`src/rtl/ctts_pkg.sv`:
```
// ----------------------------------------------------------------------------
// ctts_pkg: shared types and constants for the charge-transfer touch sensor
// Holds the register map, the reset values, the filter load value and the
// per-tick result word.
// ----------------------------------------------------------------------------
`default_nettype none

package ctts_pkg;

    localparam int unsigned REG_W   = 16;
    localparam int unsigned INDEX_W = 3;

    // Register map
    localparam logic [INDEX_W-1:0] REG_CHARGE_TICKS    = 3'd0;
    localparam logic [INDEX_W-1:0] REG_TRANSFER_TICKS  = 3'd1;
    localparam logic [INDEX_W-1:0] REG_DISCHARGE_TICKS = 3'd2;
    localparam logic [INDEX_W-1:0] REG_COUNT_LIMIT     = 3'd3;
    localparam logic [INDEX_W-1:0] REG_LEVEL_OFFSET    = 3'd4;

    // Register reset values
    localparam logic [REG_W-1:0] RST_CHARGE_TICKS    = 16'd1;
    localparam logic [REG_W-1:0] RST_TRANSFER_TICKS  = 16'd1;
    localparam logic [REG_W-1:0] RST_DISCHARGE_TICKS = 16'd3000;
    localparam logic [REG_W-1:0] RST_COUNT_LIMIT     = 16'd65534;
    localparam logic [REG_W-1:0] RST_LEVEL_OFFSET    = 16'd1395;

    // First measurement seeds the filter with this value
    localparam logic [REG_W-1:0] FILTER_LOAD = 16'hFFFE;
    localparam logic [REG_W-1:0] COUNT_MAX   = 16'hFFFF;

    typedef struct packed {
        logic       sense_drive_enable;
        logic       sense_drive_high;
        logic       reference_ground_enable;
        logic       level_valid;
        logic [7:0] level_byte;
    } ctts_result_t;

endpackage

`default_nettype wire

```
`src/rtl/ctts_filter.sv`:
```
// ----------------------------------------------------------------------------
// ctts_filter: 7/8 IIR filter update and byte scaling
// Loads the filter while it is zero (as on first use), else blends in the new count; then removes
// the offset, drops four bits and saturates to a byte.
// ----------------------------------------------------------------------------
`default_nettype none

module ctts_filter
(
    input  wire logic [ctts_pkg::REG_W-1:0] filtered_count,
    input  wire logic [ctts_pkg::REG_W-1:0] cycle_count,
    input  wire logic [ctts_pkg::REG_W-1:0] level_offset,
    output logic      [ctts_pkg::REG_W-1:0] filtered_next,
    output logic      [7:0]                 level_byte
);

    logic [18:0] blend_sum;
    logic [15:0] diff;
    logic [11:0] scaled;

    // 7*f + count as (f << 3) - f + count, 19 bits never overflow
    assign blend_sum = {filtered_count, 3'b000} - {3'b000, filtered_count}
                     + {3'b000, cycle_count};

    always_comb
    begin
        if (filtered_count == '0)
        begin
            filtered_next = ctts_pkg::FILTER_LOAD;
        end
        else
        begin
            filtered_next = blend_sum[18:3];
        end
    end

    assign diff   = filtered_next - level_offset;
    assign scaled = diff[15:4];

    always_comb
    begin
        if (filtered_next < level_offset)
        begin
            level_byte = 8'd0;
        end
        else if (scaled[11:8] != 4'd0)
        begin
            level_byte = 8'hFF;
        end
        else
        begin
            level_byte = scaled[7:0];
        end
    end

endmodule

`default_nettype wire

```
`src/rtl/charge_transfer_touch_sensor_unit.sv`:
```
// Flow: a tick word is first held in the input stage; its result word is then
// loaded into the result register. Throughput: one tick word per cycle while the
// output side is not stalled. The next phase tick count, cycle count and filter value
// are all computed combinationally between the input stage and the result register.
// Reset: asynchronous, active low; restores the register defaults, starts in
// the charge phase with counters and filter cleared, and empties both stages.
// ----------------------------------------------------------------------------
// charge_transfer_touch_sensor_unit: charge-transfer capacitive touch sensor
// Sequences charge, transfer and discharge phases one tick word at a time,
// counts transfer cycles until the sense node reads high or the count times
// out, and reports a filtered, scaled touch level at the end of discharge.
// ----------------------------------------------------------------------------
`default_nettype none

module charge_transfer_touch_sensor_unit
(
    input  wire logic                             clk,
    input  wire logic                             rst_n,

    // Configuration write port
    input  wire logic                             cfg_write,
    input  wire logic [ctts_pkg::INDEX_W-1:0]     cfg_index,
    input  wire logic [ctts_pkg::REG_W-1:0]       cfg_data,

    // Tick word in
    input  wire logic                             in_valid,
    output logic                                  in_ready,
    input  wire logic                             sense_level,

    // Result word out
    output logic                                  out_valid,
    input  wire logic                             out_ready,
    output logic                                  sense_drive_enable,
    output logic                                  sense_drive_high,
    output logic                                  reference_ground_enable,
    output logic                                  level_valid,
    output logic      [7:0]                       level_byte
);

    typedef enum logic [1:0]
    {
        PH_CHARGE    = 2'd0,
        PH_TRANSFER  = 2'd1,
        PH_DISCHARGE = 2'd2
    } phase_t;

    // Configuration registers
    logic [ctts_pkg::REG_W-1:0] charge_ticks_reg;
    logic [ctts_pkg::REG_W-1:0] transfer_ticks_reg;
    logic [ctts_pkg::REG_W-1:0] discharge_ticks_reg;
    logic [ctts_pkg::REG_W-1:0] count_limit_reg;
    logic [ctts_pkg::REG_W-1:0] level_offset_reg;

    // Sensor state
    phase_t                     phase_reg,          phase_next;
    logic [ctts_pkg::REG_W-1:0] phase_ticks_reg,    phase_ticks_next;
    logic [ctts_pkg::REG_W-1:0] cycle_count_reg,    cycle_count_next;
    logic [ctts_pkg::REG_W-1:0] filtered_count_reg, filtered_count_next;

    // Input stage and result register
    logic                       stage_valid_reg;
    logic                       level_reg;
    logic                       out_valid_reg;
    ctts_pkg::ctts_result_t     result_reg, result_next;

    logic                       stage_fire;

    // Phase tick counter
    logic [ctts_pkg::REG_W-1:0] phase_len;
    logic [ctts_pkg::REG_W-1:0] ticks_inc;
    logic                       phase_done;

    // Filter outputs
    logic [ctts_pkg::REG_W-1:0] flt_value;
    logic [7:0]                 flt_byte;

    // ------------------------------------------------------------------
    // Handshake: advance the stage whenever the result register is free
    // or being emptied this cycle; take a new word whenever the stage
    // empties or is free.
    // ------------------------------------------------------------------
    assign stage_fire = stage_valid_reg && (!out_valid_reg || out_ready);
    assign in_ready   = !stage_valid_reg || stage_fire;
    assign out_valid  = out_valid_reg;

    assign sense_drive_enable      = result_reg.sense_drive_enable;
    assign sense_drive_high        = result_reg.sense_drive_high;
    assign reference_ground_enable = result_reg.reference_ground_enable;
    assign level_valid             = result_reg.level_valid;
    assign level_byte              = result_reg.level_byte;

    // ------------------------------------------------------------------
    // Phase length select. An unused phase code runs as charge.
    // ------------------------------------------------------------------
    always_comb
    begin
        unique case (phase_reg)
            PH_TRANSFER:  phase_len = transfer_ticks_reg;
            PH_DISCHARGE: phase_len = discharge_ticks_reg;
            default:      phase_len = charge_ticks_reg;
        endcase
    end

    // The count wraps at 16 bits; a wrap, or reaching the length, ends the
    // phase. A length of zero therefore ends every phase after one tick, and
    // a length lowered mid phase ends it on the next tick.
    assign ticks_inc  = phase_ticks_reg + 16'd1;
    assign phase_done = (ticks_inc == '0) || (ticks_inc >= phase_len);

    ctts_filter u_filter
    (
        .filtered_count (filtered_count_reg),
        .cycle_count    (cycle_count_reg),
        .level_offset   (level_offset_reg),
        .filtered_next  (flt_value),
        .level_byte     (flt_byte)
    );

    // ------------------------------------------------------------------
    // One tick of the sequencer
    // ------------------------------------------------------------------
    always_comb
    begin
        phase_next          = phase_reg;
        phase_ticks_next    = phase_done ? '0 : ticks_inc;
        cycle_count_next    = cycle_count_reg;
        filtered_count_next = filtered_count_reg;
        result_next         = '0;

        unique case (phase_reg)
            PH_TRANSFER:
            begin
                // Release sense node, ground reference; sample at phase end
                result_next.reference_ground_enable = 1'b1;
                if (phase_done)
                begin
                    if (cycle_count_reg != ctts_pkg::COUNT_MAX)
                    begin
                        cycle_count_next = cycle_count_reg + 16'd1;
                    end
                    // Timeout test uses the count before the increment
                    if (level_reg || (cycle_count_reg >= count_limit_reg))
                    begin
                        phase_next = PH_DISCHARGE;
                    end
                    else
                    begin
                        phase_next = PH_CHARGE;
                    end
                end
            end
            PH_DISCHARGE:
            begin
                // Drive sense node low with reference grounded
                result_next.sense_drive_enable      = 1'b1;
                result_next.reference_ground_enable = 1'b1;
                if (phase_done)
                begin
                    result_next.level_valid = 1'b1;
                    result_next.level_byte  = flt_byte;
                    filtered_count_next     = flt_value;
                    cycle_count_next        = '0;
                    phase_next              = PH_CHARGE;
                end
            end
            default:
            begin
                // Charge: drive sense node high
                result_next.sense_drive_enable = 1'b1;
                result_next.sense_drive_high   = 1'b1;
                phase_next                     = phase_done ? PH_TRANSFER : PH_CHARGE;
            end
        endcase
    end

    // ------------------------------------------------------------------
    // Configuration registers; indexes past the map are dropped
    // ------------------------------------------------------------------
    always_ff @(posedge clk or negedge rst_n)
    begin
        if (!rst_n)
        begin
            charge_ticks_reg    <= ctts_pkg::RST_CHARGE_TICKS;
            transfer_ticks_reg  <= ctts_pkg::RST_TRANSFER_TICKS;
            discharge_ticks_reg <= ctts_pkg::RST_DISCHARGE_TICKS;
            count_limit_reg     <= ctts_pkg::RST_COUNT_LIMIT;
            level_offset_reg    <= ctts_pkg::RST_LEVEL_OFFSET;
        end
        else if (cfg_write)
        begin
            unique case (cfg_index)
                ctts_pkg::REG_CHARGE_TICKS:    charge_ticks_reg    <= cfg_data;
                ctts_pkg::REG_TRANSFER_TICKS:  transfer_ticks_reg  <= cfg_data;
                ctts_pkg::REG_DISCHARGE_TICKS: discharge_ticks_reg <= cfg_data;
                ctts_pkg::REG_COUNT_LIMIT:     count_limit_reg     <= cfg_data;
                ctts_pkg::REG_LEVEL_OFFSET:    level_offset_reg    <= cfg_data;
                default:                       ;
            endcase
        end
    end

    // ------------------------------------------------------------------
    // Sequencer state, input stage and result register
    // ------------------------------------------------------------------
    always_ff @(posedge clk or negedge rst_n)
    begin
        if (!rst_n)
        begin
            phase_reg          <= PH_CHARGE;
            phase_ticks_reg    <= '0;
            cycle_count_reg    <= '0;
            filtered_count_reg <= '0;
            stage_valid_reg    <= 1'b0;
            out_valid_reg      <= 1'b0;
        end
        else
        begin
            if (in_ready)
            begin
                stage_valid_reg <= in_valid;
            end

            if (stage_fire)
            begin
                phase_reg          <= phase_next;
                phase_ticks_reg    <= phase_ticks_next;
                cycle_count_reg    <= cycle_count_next;
                filtered_count_reg <= filtered_count_next;
                out_valid_reg      <= 1'b1;
            end
            else if (out_ready)
            begin
                out_valid_reg <= 1'b0;
            end
        end
    end

    // Payload registers: hold unless loaded
    always_ff @(posedge clk)
    begin
        if (in_ready && in_valid)
        begin
            level_reg <= sense_level;
        end
        if (stage_fire)
        begin
            result_reg <= result_next;
        end
    end

    // ------------------------------------------------------------------
    // Assertions
    // ------------------------------------------------------------------

    // A finished measurement always reports during a discharge drive
    assert property (@(posedge clk) disable iff (!rst_n)
        (out_valid && level_valid) |->
            (sense_drive_enable && !sense_drive_high && reference_ground_enable))
    else $error("level reported outside discharge drive");

    // No level byte without a finished measurement
    assert property (@(posedge clk) disable iff (!rst_n)
        (out_valid && !level_valid) |-> (level_byte == 8'd0))
    else $error("level byte set without level_valid");

    // Discharge is only reached after at least one counted cycle
    assert property (@(posedge clk) disable iff (!rst_n)
        (phase_reg == PH_DISCHARGE) |-> (cycle_count_reg != '0))
    else $error("discharge with empty cycle count");

    // End of discharge returns to charge and clears the count
    assert property (@(posedge clk) disable iff (!rst_n)
        (stage_fire && result_next.level_valid) |=>
            ((phase_reg == PH_CHARGE) && (cycle_count_reg == '0)))
    else $error("sequencer did not restart after a measurement");

endmodule

`default_nettype wire
```
`config.mk`:
```
export PLATFORM = sky130hd
export DESIGN_NAME = charge_transfer_touch_sensor_unit
export DESIGN_NICKNAME = d
export VERILOG_FILES = /design/src/rtl/ctts_pkg.sv /design/src/rtl/ctts_filter.sv /design/src/rtl/charge_transfer_touch_sensor_unit.sv
export SDC_FILE = /design/constraint.sdc
export NUM_CORES = 1
export LEC_CHECK = 0
export ABC_AREA = 1
export BUFFER_PORTS_ARGS = -buffer_cell sky130_fd_sc_hd__buf_2
export CAP_MARGIN = 20
export CORE_UTILIZATION = 60
export DETAILED_ROUTE_END_ITERATION = 8
export PLACE_DENSITY_LB_ADDON = 0.2
export SYNTH_ARGS = -nofsm -noshare
export SYNTH_HDL_FRONTEND = slang
export SYNTH_SLANG_ARGS = --single-unit
```
`constraint.sdc`:
```
create_clock -name clk -period 5.6 [get_ports clk]
set_input_delay 0.56 -clock clk [delete_from_list [all_inputs] [get_ports clk]]
set_output_delay 0.56 -clock clk [all_outputs]
set_load 0.02 [all_outputs]
```
==> results of run 1 <==
how the worst min path moves through the flow:
| stage | from | to | slack (ns) | cells past startpoint |
|---|---|---|---|---|
| after global placement | charge_ticks_reg[11] | charge_ticks_reg[11] | 0.47 | 2 |
| after detailed placement | discharge_ticks_reg[15] | discharge_ticks_reg[15] | 0.47 | 2 |
| after global routing | sense_level | level_reg | 0.30 | 1 |
| after CTS | sense_level | level_reg | 0.30 | 1 |
| final | sense_level | level_reg | 0.31 | 1 |
| after floorplan | rst_n | charge_ticks_reg[10] | 0.26 | 0 |
worst max-delay path: stages, from the launching register on:
cell and delay, ns:
dfrtp_1 0.35, clkinv_1 0.23, fa_1 0.60, inv_1 0.04
ha_1 0.34, a21oi_1 0.24, o21ai_0 0.12, a21oi_1 0.32
o21a_1 0.19, o21ai_0 0.11, o21ai_0 0.38, ha_1 0.36
a21oi_1 0.23, o21ai_0 0.18, a21oi_1 0.16, nand2_1 0.09
xor2_1 0.17, nor2_1 0.42, nand3_1 0.14, nand2_1 0.09
inv_1 0.04
cells in the mapped netlist (3+ instances only):
master | number | area share, %
nand2_1 | 254 | 10
inv_1 | 196 | 7.7
o21ai_0 | 142 | 7.5
dfrtp_1 | 101 | 27
nor2_1 | 83 | 3.3
ha_1 | 70 | 9.2
a21oi_1 | 60 | 3.2
nand3_1 | 54 | 2.8
dfstp_2 | 31 | 8.6
clkbuf_1 | 23 | 0.91
xor2_1 | 23 | 2.1
nor3_1 | 18 | 0.95
a221oi_1 | 16 | 1.5
o21ai_2 | 15 | 1.4
edfxtp_1 | 13 | 4.1
fa_1 | 13 | 2.7
nand2_2 | 13 | 0.86
o21ai_1 | 12 | 0.63
xnor2_1 | 8 | 0.74
a21o_1 | 7 | 0.55
nand4_1 | 6 | 0.40
o21a_1 | 5 | 0.40
nor2_2 | 4 | 0.26
buf_6 | 3 | 0.36
clkinv_1 | 3 | 0.12
nor4_1 | 3 | 0.20
or2_2 | 3 | 0.20
through the flow:
stage | hold slack (ns) | setup WS [ns]
detailed placement | 0.474 | 0.734
floorplan | 0.264 | 1.46
finish | 0.310 | 0.573
global route | 0.300 | 0.215
CTS | 0.296 | 0.628
global placement | 0.467 | 0.738
cell families after synthesis:
family | after synthesis
AND/OR/NAND/NOR | 445
AO/OA/AOI/OAI | 269
buffers and inverters | 233
flip-flops | 145
adder cells (fa/ha/maj) | 83
XOR/XNOR | 31
layer usage:
layer / routed length [µm] / part of all wire (%)
met3: 1480 / 6.4
met4: 518 / 2.3
met5: 0 / 0
met2: 10100 / 44
met1: 10800 / 47
area by class of cell:
type	instances	area share, %
inverter	203	7.33
timing repair buffer	46	2.84
tap	211	2.52
clock inverter	13	1.10
sequential	145	35.6
clock buffer	19	4.43
multi-input combinational	828	46.2
==> results_dict.tcl, run 1 <==
set metrics [dict create \
    status "finished, final reports clean" \
    layout_common_cells "nand2_1, inv_1, o21ai_0, dfrtp_1, nor2_1" \
    regArea_mm2 0.00373 \
    drive_above_1_share_pct 12.4 \
    setup_viol 0 \
    grt.total_usage_pct 30.3 \
    async_reset_ff_share_pct 91.0 \
    cp.required_ns 5.80 \
    drtIter0Drc 718 \
    synth_compound_area_share_pct 16.2 \
    place_inst 1428 \
    crit_start "cycle_count_reg[6]" \
    grt_pass1_vias 7581 \
    post-route-min-period_ns 5.03 \
    hold_viol_final 0 \
    syn2layout_area_growth_pct 10.3 \
    synth.area.mux_share_pct 0 \
    die_h_um 128 \
    max_cap_viol_count 0 \
    layout_commonest_cell "nand2_1" \
    yosys_warnings 0 \
    skew_ns 0.00671 \
    grt_max_degree 80 \
    synth_adder_area_share_pct 12.0 \
    clock_sinks 145 \
    grt_busiest_layer "met2" \
    cp.arrival_ns 5.22 \
    nNetsFinal 1349 \
    finalWeightedCongestion 0.910 \
    die_area_mm2 0.0163 \
    nFillCells 1337 \
    met3_usage_pct 4.67 \
    worst_pin_slew_ns 1.05 \
    ys_seq_elements 145 \
    synth_top_family_by_area "simple AND/OR/NAND/NOR gates" \
    design_area_mm2 0.0105 \
    syn_area_per_cell_um2 7.88 \
    clk_pin_slew_ns 0.06 \
    tns_ns 0 \
    synthCells 1206 \
    syn_area_mm2 0.00950 \
    start_util_pct 62.0 \
    synthFlopType "dfrtp_1" \
    placed_cell_area_mm2 0.00982 \
    drc 0 \
    core_mm2 0.0153 \
    cp_max_fo 8 \
    syn_nets 1314 \
    fmax_ghz 0.199 \
    synth_xor_xnor_area_share_pct 2.86 \
    hold_path.class "in -> reg" \
    fin_util_pct 68.4 \
    vias 8151 \
    synth-edff-count 13 \
    antenna_cells 0 \
    cts_buffers 17 \
    clkLatencyLatePin_ns 0.43 \
    use_met1_pct 44.7 \
    r2r-start "cycle_count_reg[6]" \
    postCtsHoldBufs 0 \
    synth_cell_type_count 45 \
    io_pins 39 \
    ctsResizeCount 0 \
    post_cts_buffers 0 \
    synth-simple-area-share_pct 19.9 \
    maxSlewHeadroom_pct 29.7 \
    cp-endpoint "level_byte[0]" \
    slew_viol_final 0 \
    ant_nets 0 \
    dp_hpwl_mm 17.0 \
    routed_wl_mm 22.9 \
    grt_overflow 0 \
    rsz0062_at_grt "no" \
    antenna_found_initial 0 \
    worst_r2r_path_depth 20 \
    routed_via_density 5.56 \
    cts_max_level 4 \
    grt_pass1_wl_mm 38.1 \
    timing.rr.end "level_byte[0]" \
    timing.final.crit_share_pct 89.8 \
    fin_cells 1465 \
    reg2reg_slack_ns 0.57 \
    multi_input_area_mm2 0.00484 \
    die_x_um 128 \
    cts_buffer_depth 2 \
    crit_path_end_kind "flip-flop" \
    rows 45 \
    post_drt_wl_per_cell_um 15.6 \
    critPathLaunchType "flip-flop" \
    cts_tree "yes" \
    grt_use_met2_pct 45.7 \
    port_buffers 38 \
    ys_seq_area_share_pct 39.3 \
    drt-pass1-iter-count 7 \
    cts_root_buffer "clkbuf_16" \
    critical_path_class "reg -> reg" \
]
Power of run 1 is not shown: default switching activity piles up to over one toggle a cycle in this logic, so the estimate is an artifact.
==> run 2: changes to the inputs <==
==> constraint.sdc (replaced) <==
create_clock -name clk -period 5.6 [get_ports clk]
set_input_delay 0.84 -clock clk [delete_from_list [all_inputs] [get_ports clk]]
set_output_delay 0.84 -clock clk [all_outputs]
set_load 0.02 [all_outputs]
==> results_dict.tcl, run 2 (same netlist as run 1, synthesis figures left out) <==
set metrics [dict create \
    grt_pass1_wl_mm 37.7 \
    cp_top_family "compound AO/OA/AOI/OAI gates" \
    path_buf_inv 4 \
    grt_pass1_vias 7554 \
    skew_ns 0.00815 \
    max_cap_viol_count 0 \
    antenna_cells 0 \
    ctsResizeCount 0 \
    post-route-min-period_ns 4.93 \
    slew_viol_final 0 \
    cp_cell_sequence "clkinv_1 -> fa_1 -> inv_1 -> ha_1 -> a21oi_1 -> o21ai_0 -> a21oi_1 -> o21a_1 -> o21ai_0 -> o21ai_0 -> ha_1 -> nand2_1 -> o21ai_0 -> inv_1 -> o21ai_0 -> a31oi_1 -> nand2_1 -> nand2_1 -> nand2_1 -> nor2_1 -> nand3_1 -> nand2_1 -> inv_1" \
    setup_viol 0 \
    drt-pass1-iter-count 6 \
    start_util_pct 62.0 \
    setup_ws_ns 0.670 \
    hold_viol_final 0 \
    status "finished, final reports clean" \
    grt.total_usage_pct 30.0 \
    fmax_ghz 0.203 \
    clkLatencyLatePin_ns 0.43 \
    dp_hpwl_mm 16.8 \
    cp_max_fo 8 \
    cts_root_buffer "clkbuf_16" \
    layout_common_cells "nand2_1, inv_1, o21ai_0, dfrtp_1, nor2_1" \
    vias 7979 \
    drtIter0Drc 622 \
    rsz0062_at_grt "no" \
    crit_path_end_kind "flip-flop" \
    post_drt_wl_per_cell_um 15.5 \
    crit_slowest_cell "fa_1" \
    io_pins 39 \
    cp.arrival_ns 5.12 \
    crit_path_max_incr_delay_ns 0.59 \
    timing.final.crit_share_pct 88.0 \
    drive_above_1_share_pct 12.3 \
    rows 45 \
    routed_via_density 5.45 \
    fin_util_pct 68.4 \
    critical_path_class "reg -> reg" \
    syn2layout_area_growth_pct 10.2 \
    maxSlewHeadroom_pct 30.6 \
    die_x_um 128 \
    grt_max_degree 87 \
    core_mm2 0.0153 \
    grt_overflow 0 \
    grt_use_met2_pct 45.1 \
    die_area_mm2 0.0163 \
    post_cts_buffers 0 \
    clock_sinks 145 \
    cts_tree "yes" \
    drc 0 \
    path_depth 23 \
    hold_path.class "in -> async" \
    worst_pin_slew_ns 1.04 \
    cts_max_level 4 \
    cts_buffers 17 \
    use_met1_pct 43.7 \
    met3_usage_pct 6.05 \
    critPathLaunchType "flip-flop" \
    grt_busiest_layer "met2" \
    postCtsHoldBufs 0 \
    finalWeightedCongestion 0.906 \
    worst_r2r_path_depth 23 \
    routed_wl_mm 22.7 \
    cp.required_ns 5.79 \
    clk_pin_slew_ns 0.07 \
    tns_ns 0 \
    nNetsFinal 1347 \
    die_h_um 128 \
    ant_nets 0 \
    layout_commonest_cell "nand2_1" \
    dp_slack_ns 0.761 \
    cts_buffer_depth 2 \
    port_buffers 38 \
    antenna_found_initial 0 \
]
-- run 2: changes by cell type in the layout (fill, tap and decap cells not counted), sizes merged --
cell / change
clkinvlp: +1
inv: +1
dlygate4sd3: -1
buf: -1
clkbuf: -2
clkinv: -1
bufinv: +1
-- run 2: path summary, 6_finish.rpt --
| check | slack, ns | start | end |
|---|---|---|---|
| max in group asynchronous | 4.47 | rst_n | filtered_count_reg[13] |
| max | 0.67 | cycle_count_reg[6] | level_byte[7] |
| min reg2reg | 0.49 | discharge_ticks_reg[8] | discharge_ticks_reg[8] |
| max reg2reg | 0.67 | cycle_count_reg[6] | level_byte[7] |
| min in group clk | 0.49 | discharge_ticks_reg[8] | discharge_ticks_reg[8] |
| min | 0.26 | rst_n | phase_ticks_reg[4] |
-- run 2: worst register-to-register path: cells and delay by family (launching register included) --
kind	cells	cell delay [ns]
flip-flops	1	0.37
adder cells (fa/ha/maj)	3	1.30
buffers and inverters	4	0.39
AND/OR/NAND/NOR	7	0.94
AO/OA/AOI/OAI	9	1.70
-- run 2: final cells by class --
cell class / count / area (µm²)
flip-flops and latches: 145 / 3730
inverters: 203 / 768
multi-input cells: 828 / 4840
clock inverters: 15 / 168
repair buffers: 44 / 273
well taps: 211 / 264
clock buffers: 17 / 425
fillers: 1327 / 4850
-- run 2: metal layers --
metal | wire length [µm] | up-vias
met1 | 11000 | 3727
met4 | 468 | 0
li1 | - | 3994
met5 | 0 | -
met2 | 9970 | 225
met3 | 1300 | 33
-- run 2: metrics by stage --
| stage | cells | cell area (µm²) | hold WS [ns] |
|---|---|---|---|
| floorplan | 1206 | 9500 | 0.453 |
| global placement | 1428 | 9820 | 0.467 |
| detailed placement | 1428 | 9820 | 0.474 |
| CTS | 1460 | 10400 | 0.490 |
| global route | 1463 | 10500 | 0.252 |
| finish | 1463 | 10500 | 0.256 |
Power of run 2 is left out for the same reason.
==> run 3: changes to the inputs <==
Settings changed: ABC_AREA 1 to 0.
==> results_dict.tcl, run 3 <==
set metrics [dict create \
    status "finished, final reports clean" \
    port_buffers 38 \
    routed_wl_mm 22.1 \
    synth_top_area_share_pct 27.0 \
    cp_max_fo 8 \
    cp.arrival_ns 5.33 \
    grt.total_usage_pct 29.2 \
    post_drt_wl_per_cell_um 19.1 \
    grt_overflow 0 \
    multi_input_area_mm2 0.00507 \
    die_x_um 127 \
    crit_path_end_kind "flip-flop" \
    syn2layout_area_growth_pct 10.2 \
    hold_path.class "in -> async" \
    synth.area.top_cells "dfrtp_1, ha_1, dfstp_2" \
    yosys_warnings 0 \
    nFillCells 1181 \
    cts_tree "yes" \
    timing.final.crit_share_pct 91.9 \
    die_h_um 127 \
    vias 7067 \
    io_pins 39 \
    setup_viol 0 \
    core_mm2 0.0152 \
    ys_top_cells_by_count "dfrtp_1, inv_1, nand2_1, mux2_2, ha_1" \
    clkLatencyLatePin_ns 0.43 \
    syn_area_mm2 0.00935 \
    tns_ns 0 \
    fmax_ghz 0.194 \
    slew_viol_final 0 \
    routed_via_density 6.11 \
    grt_pass1_wl_mm 36.0 \
    cts_buffer_depth 2 \
    total_power_uw 4260 \
    rsz0062_at_grt "no" \
    ys_seq_elements 145 \
    reg2reg_slack_ns 0.45 \
    synthMostInstantiatedCell "dfrtp_1" \
    antenna_found_initial 0 \
    placed_cell_area_mm2 0.00967 \
    maxSlewHeadroom_pct 32.1 \
    clock_sinks 145 \
    ant_nets 0 \
    start_util_pct 61.5 \
    cts_root_buffer "clkbuf_16" \
    power.leakage_uw 0.00466 \
    cts_max_level 4 \
    postCtsHoldBufs 0 \
    crit_start "cycle_count_reg[4]" \
    drc 0 \
    drtIter0Drc 582 \
    post-route-min-period_ns 5.15 \
    grt_pass1_vias 6680 \
    dp_hpwl_mm 15.6 \
    layout_commonest_cell "dfrtp_1" \
    ys_seq_area_share_pct 39.9 \
    finalWeightedCongestion 0.913 \
    whs_ns 0.431 \
    vdd_drop_max_mv 0.403 \
    cp-endpoint "level_byte[1]" \
    clk_pin_slew_ns 0.06 \
    rows 45 \
    cts_buffers 17 \
    max_cap_viol_count 0 \
    syn_area_per_cell_um2 10.1 \
    design_area_mm2 0.0103 \
    cp.required_ns 5.78 \
    worst_pin_slew_ns 1.02 \
    r2r-start "cycle_count_reg[4]" \
    synth_cell_type_count 69 \
    antenna_cells 0 \
    layout_common_cells "dfrtp_1, inv_1, nand2_1, mux2_2, ha_1" \
    skew_ns 0.0107 \
    synthFlopType "dfrtp_1" \
    grt_max_degree 85 \
    timing.rr.end "level_byte[1]" \
    drive_above_1_share_pct 21.7 \
    syn_nets 1035 \
    drt-pass1-iter-count 5 \
    power_density_mw_per_mm2 413 \
    hold_viol_final 0 \
    synth_top_cell_by_area "dfrtp_1" \
    worst_r2r_path_depth 22 \
    critical_path_class "reg -> reg" \
    fin_util_pct 67.8 \
    regArea_mm2 0.00373 \
    die_area_mm2 0.0161 \
    nNetsFinal 1064 \
    critPathLaunchType "flip-flop" \
    synthCells 927 \
    async_reset_ff_share_pct 91.0 \
    synth-edff-count 13 \
]
run 3: cell types whose count changed after synthesis, sizes merged, moves of 26 or more:
cell / change
nand2: -183
o21ai: -106
inv: -101
mux2: +80
nor2: -50
nand3: -43
a21oi: -31
xnor2: +26
run 3: area by class of cell:
cell class / instances / share of cell area (%)
well taps: 188 / 2.28
repair buffers: 50 / 2.78
multi-input cells: 645 / 49.2
clock inverters: 14 / 1.65
clock buffers: 18 / 4.37
inverters: 97 / 3.53
flip-flops and latches: 145 / 36.2
run 3: metrics by stage:
step                std cells  setup WS, ns
finish                   1157         0.455
global route             1157        0.0932
CTS                      1156         0.301
detailed placement       1124         0.327
global placement         1124         0.530
floorplan                 927         0.950
run 3: critical path, cell delays in order (launching register included):
cell and delay (ns):
dfrtp_1 0.43, inv_1 0.11, fa_1 0.55, inv_1 0.05, ha_1 0.22, or3_1 0.31
a31o_2 0.25, a32oi_1 0.29, o21ai_0 0.18, a21oi_1 0.29, a21boi_0 0.16, xnor2_1 0.21
nand2_1 0.10, ha_1 0.39, nor2_1 0.07, a21oi_1 0.21, o41ai_2 0.14, a31oi_1 0.20
a2bb2oi_1 0.11, a21oi_1 0.15, nand4b_1 0.11, buf_4 0.18, o21a_1 0.19
run 3: per-layer routing:
metal  share of wire (%)  track usage (%)  vias to the layer above
li1                    -                -                     3356
met1                  50             44.5                     3507
met2                  45             43.5                      190
met3                 5.1             5.06                       14
met4                0.87             7.00                        0
met5                   0                0                        -
run 3: how the worst min path moves through the flow:
stage | slack [ns] | start | depth (start not counted) | end
floorplan | 0.46 | stage_valid_reg | 1 | out_valid
global placement | 0.48 | stage_valid_reg | 1 | out_valid
detailed placement | 0.48 | stage_valid_reg | 1 | out_valid
CTS | 0.50 | stage_valid_reg | 1 | out_valid
global route | 0.51 | rst_n | 1 | filtered_count_reg[14]
finish | 0.43 | rst_n | 1 | filtered_count_reg[14]
run 3: logic make-up after synthesis:
family | share of synthesized area, %
AOI/OAI and AO/OA | 14.9
DFF | 39.9
adders and majority gates | 12.1
buffers and inverters | 6.13
xor gates and xnor gates | 4.03
and+or+nand+nor | 12.5
muxes | 10.4
run 3: repair_timing:
item / 4_1_cts / 5_1_grt
gates resized for setup: 0 / 1
hold endpoints to repair: 0 / 0
setup buffers: 0 / 1
setup endpoints to repair: 0 / 8
run 3: report_power, final:
part	switching (µW)	leakage (µW)	internal (µW)
clock	493	0.000304	698
combinational	988	0.00267	697
sequential	117	0.00168	1270
total	1600	0.00466	2660
Note: power is estimated with default switching activity, not from simulation.
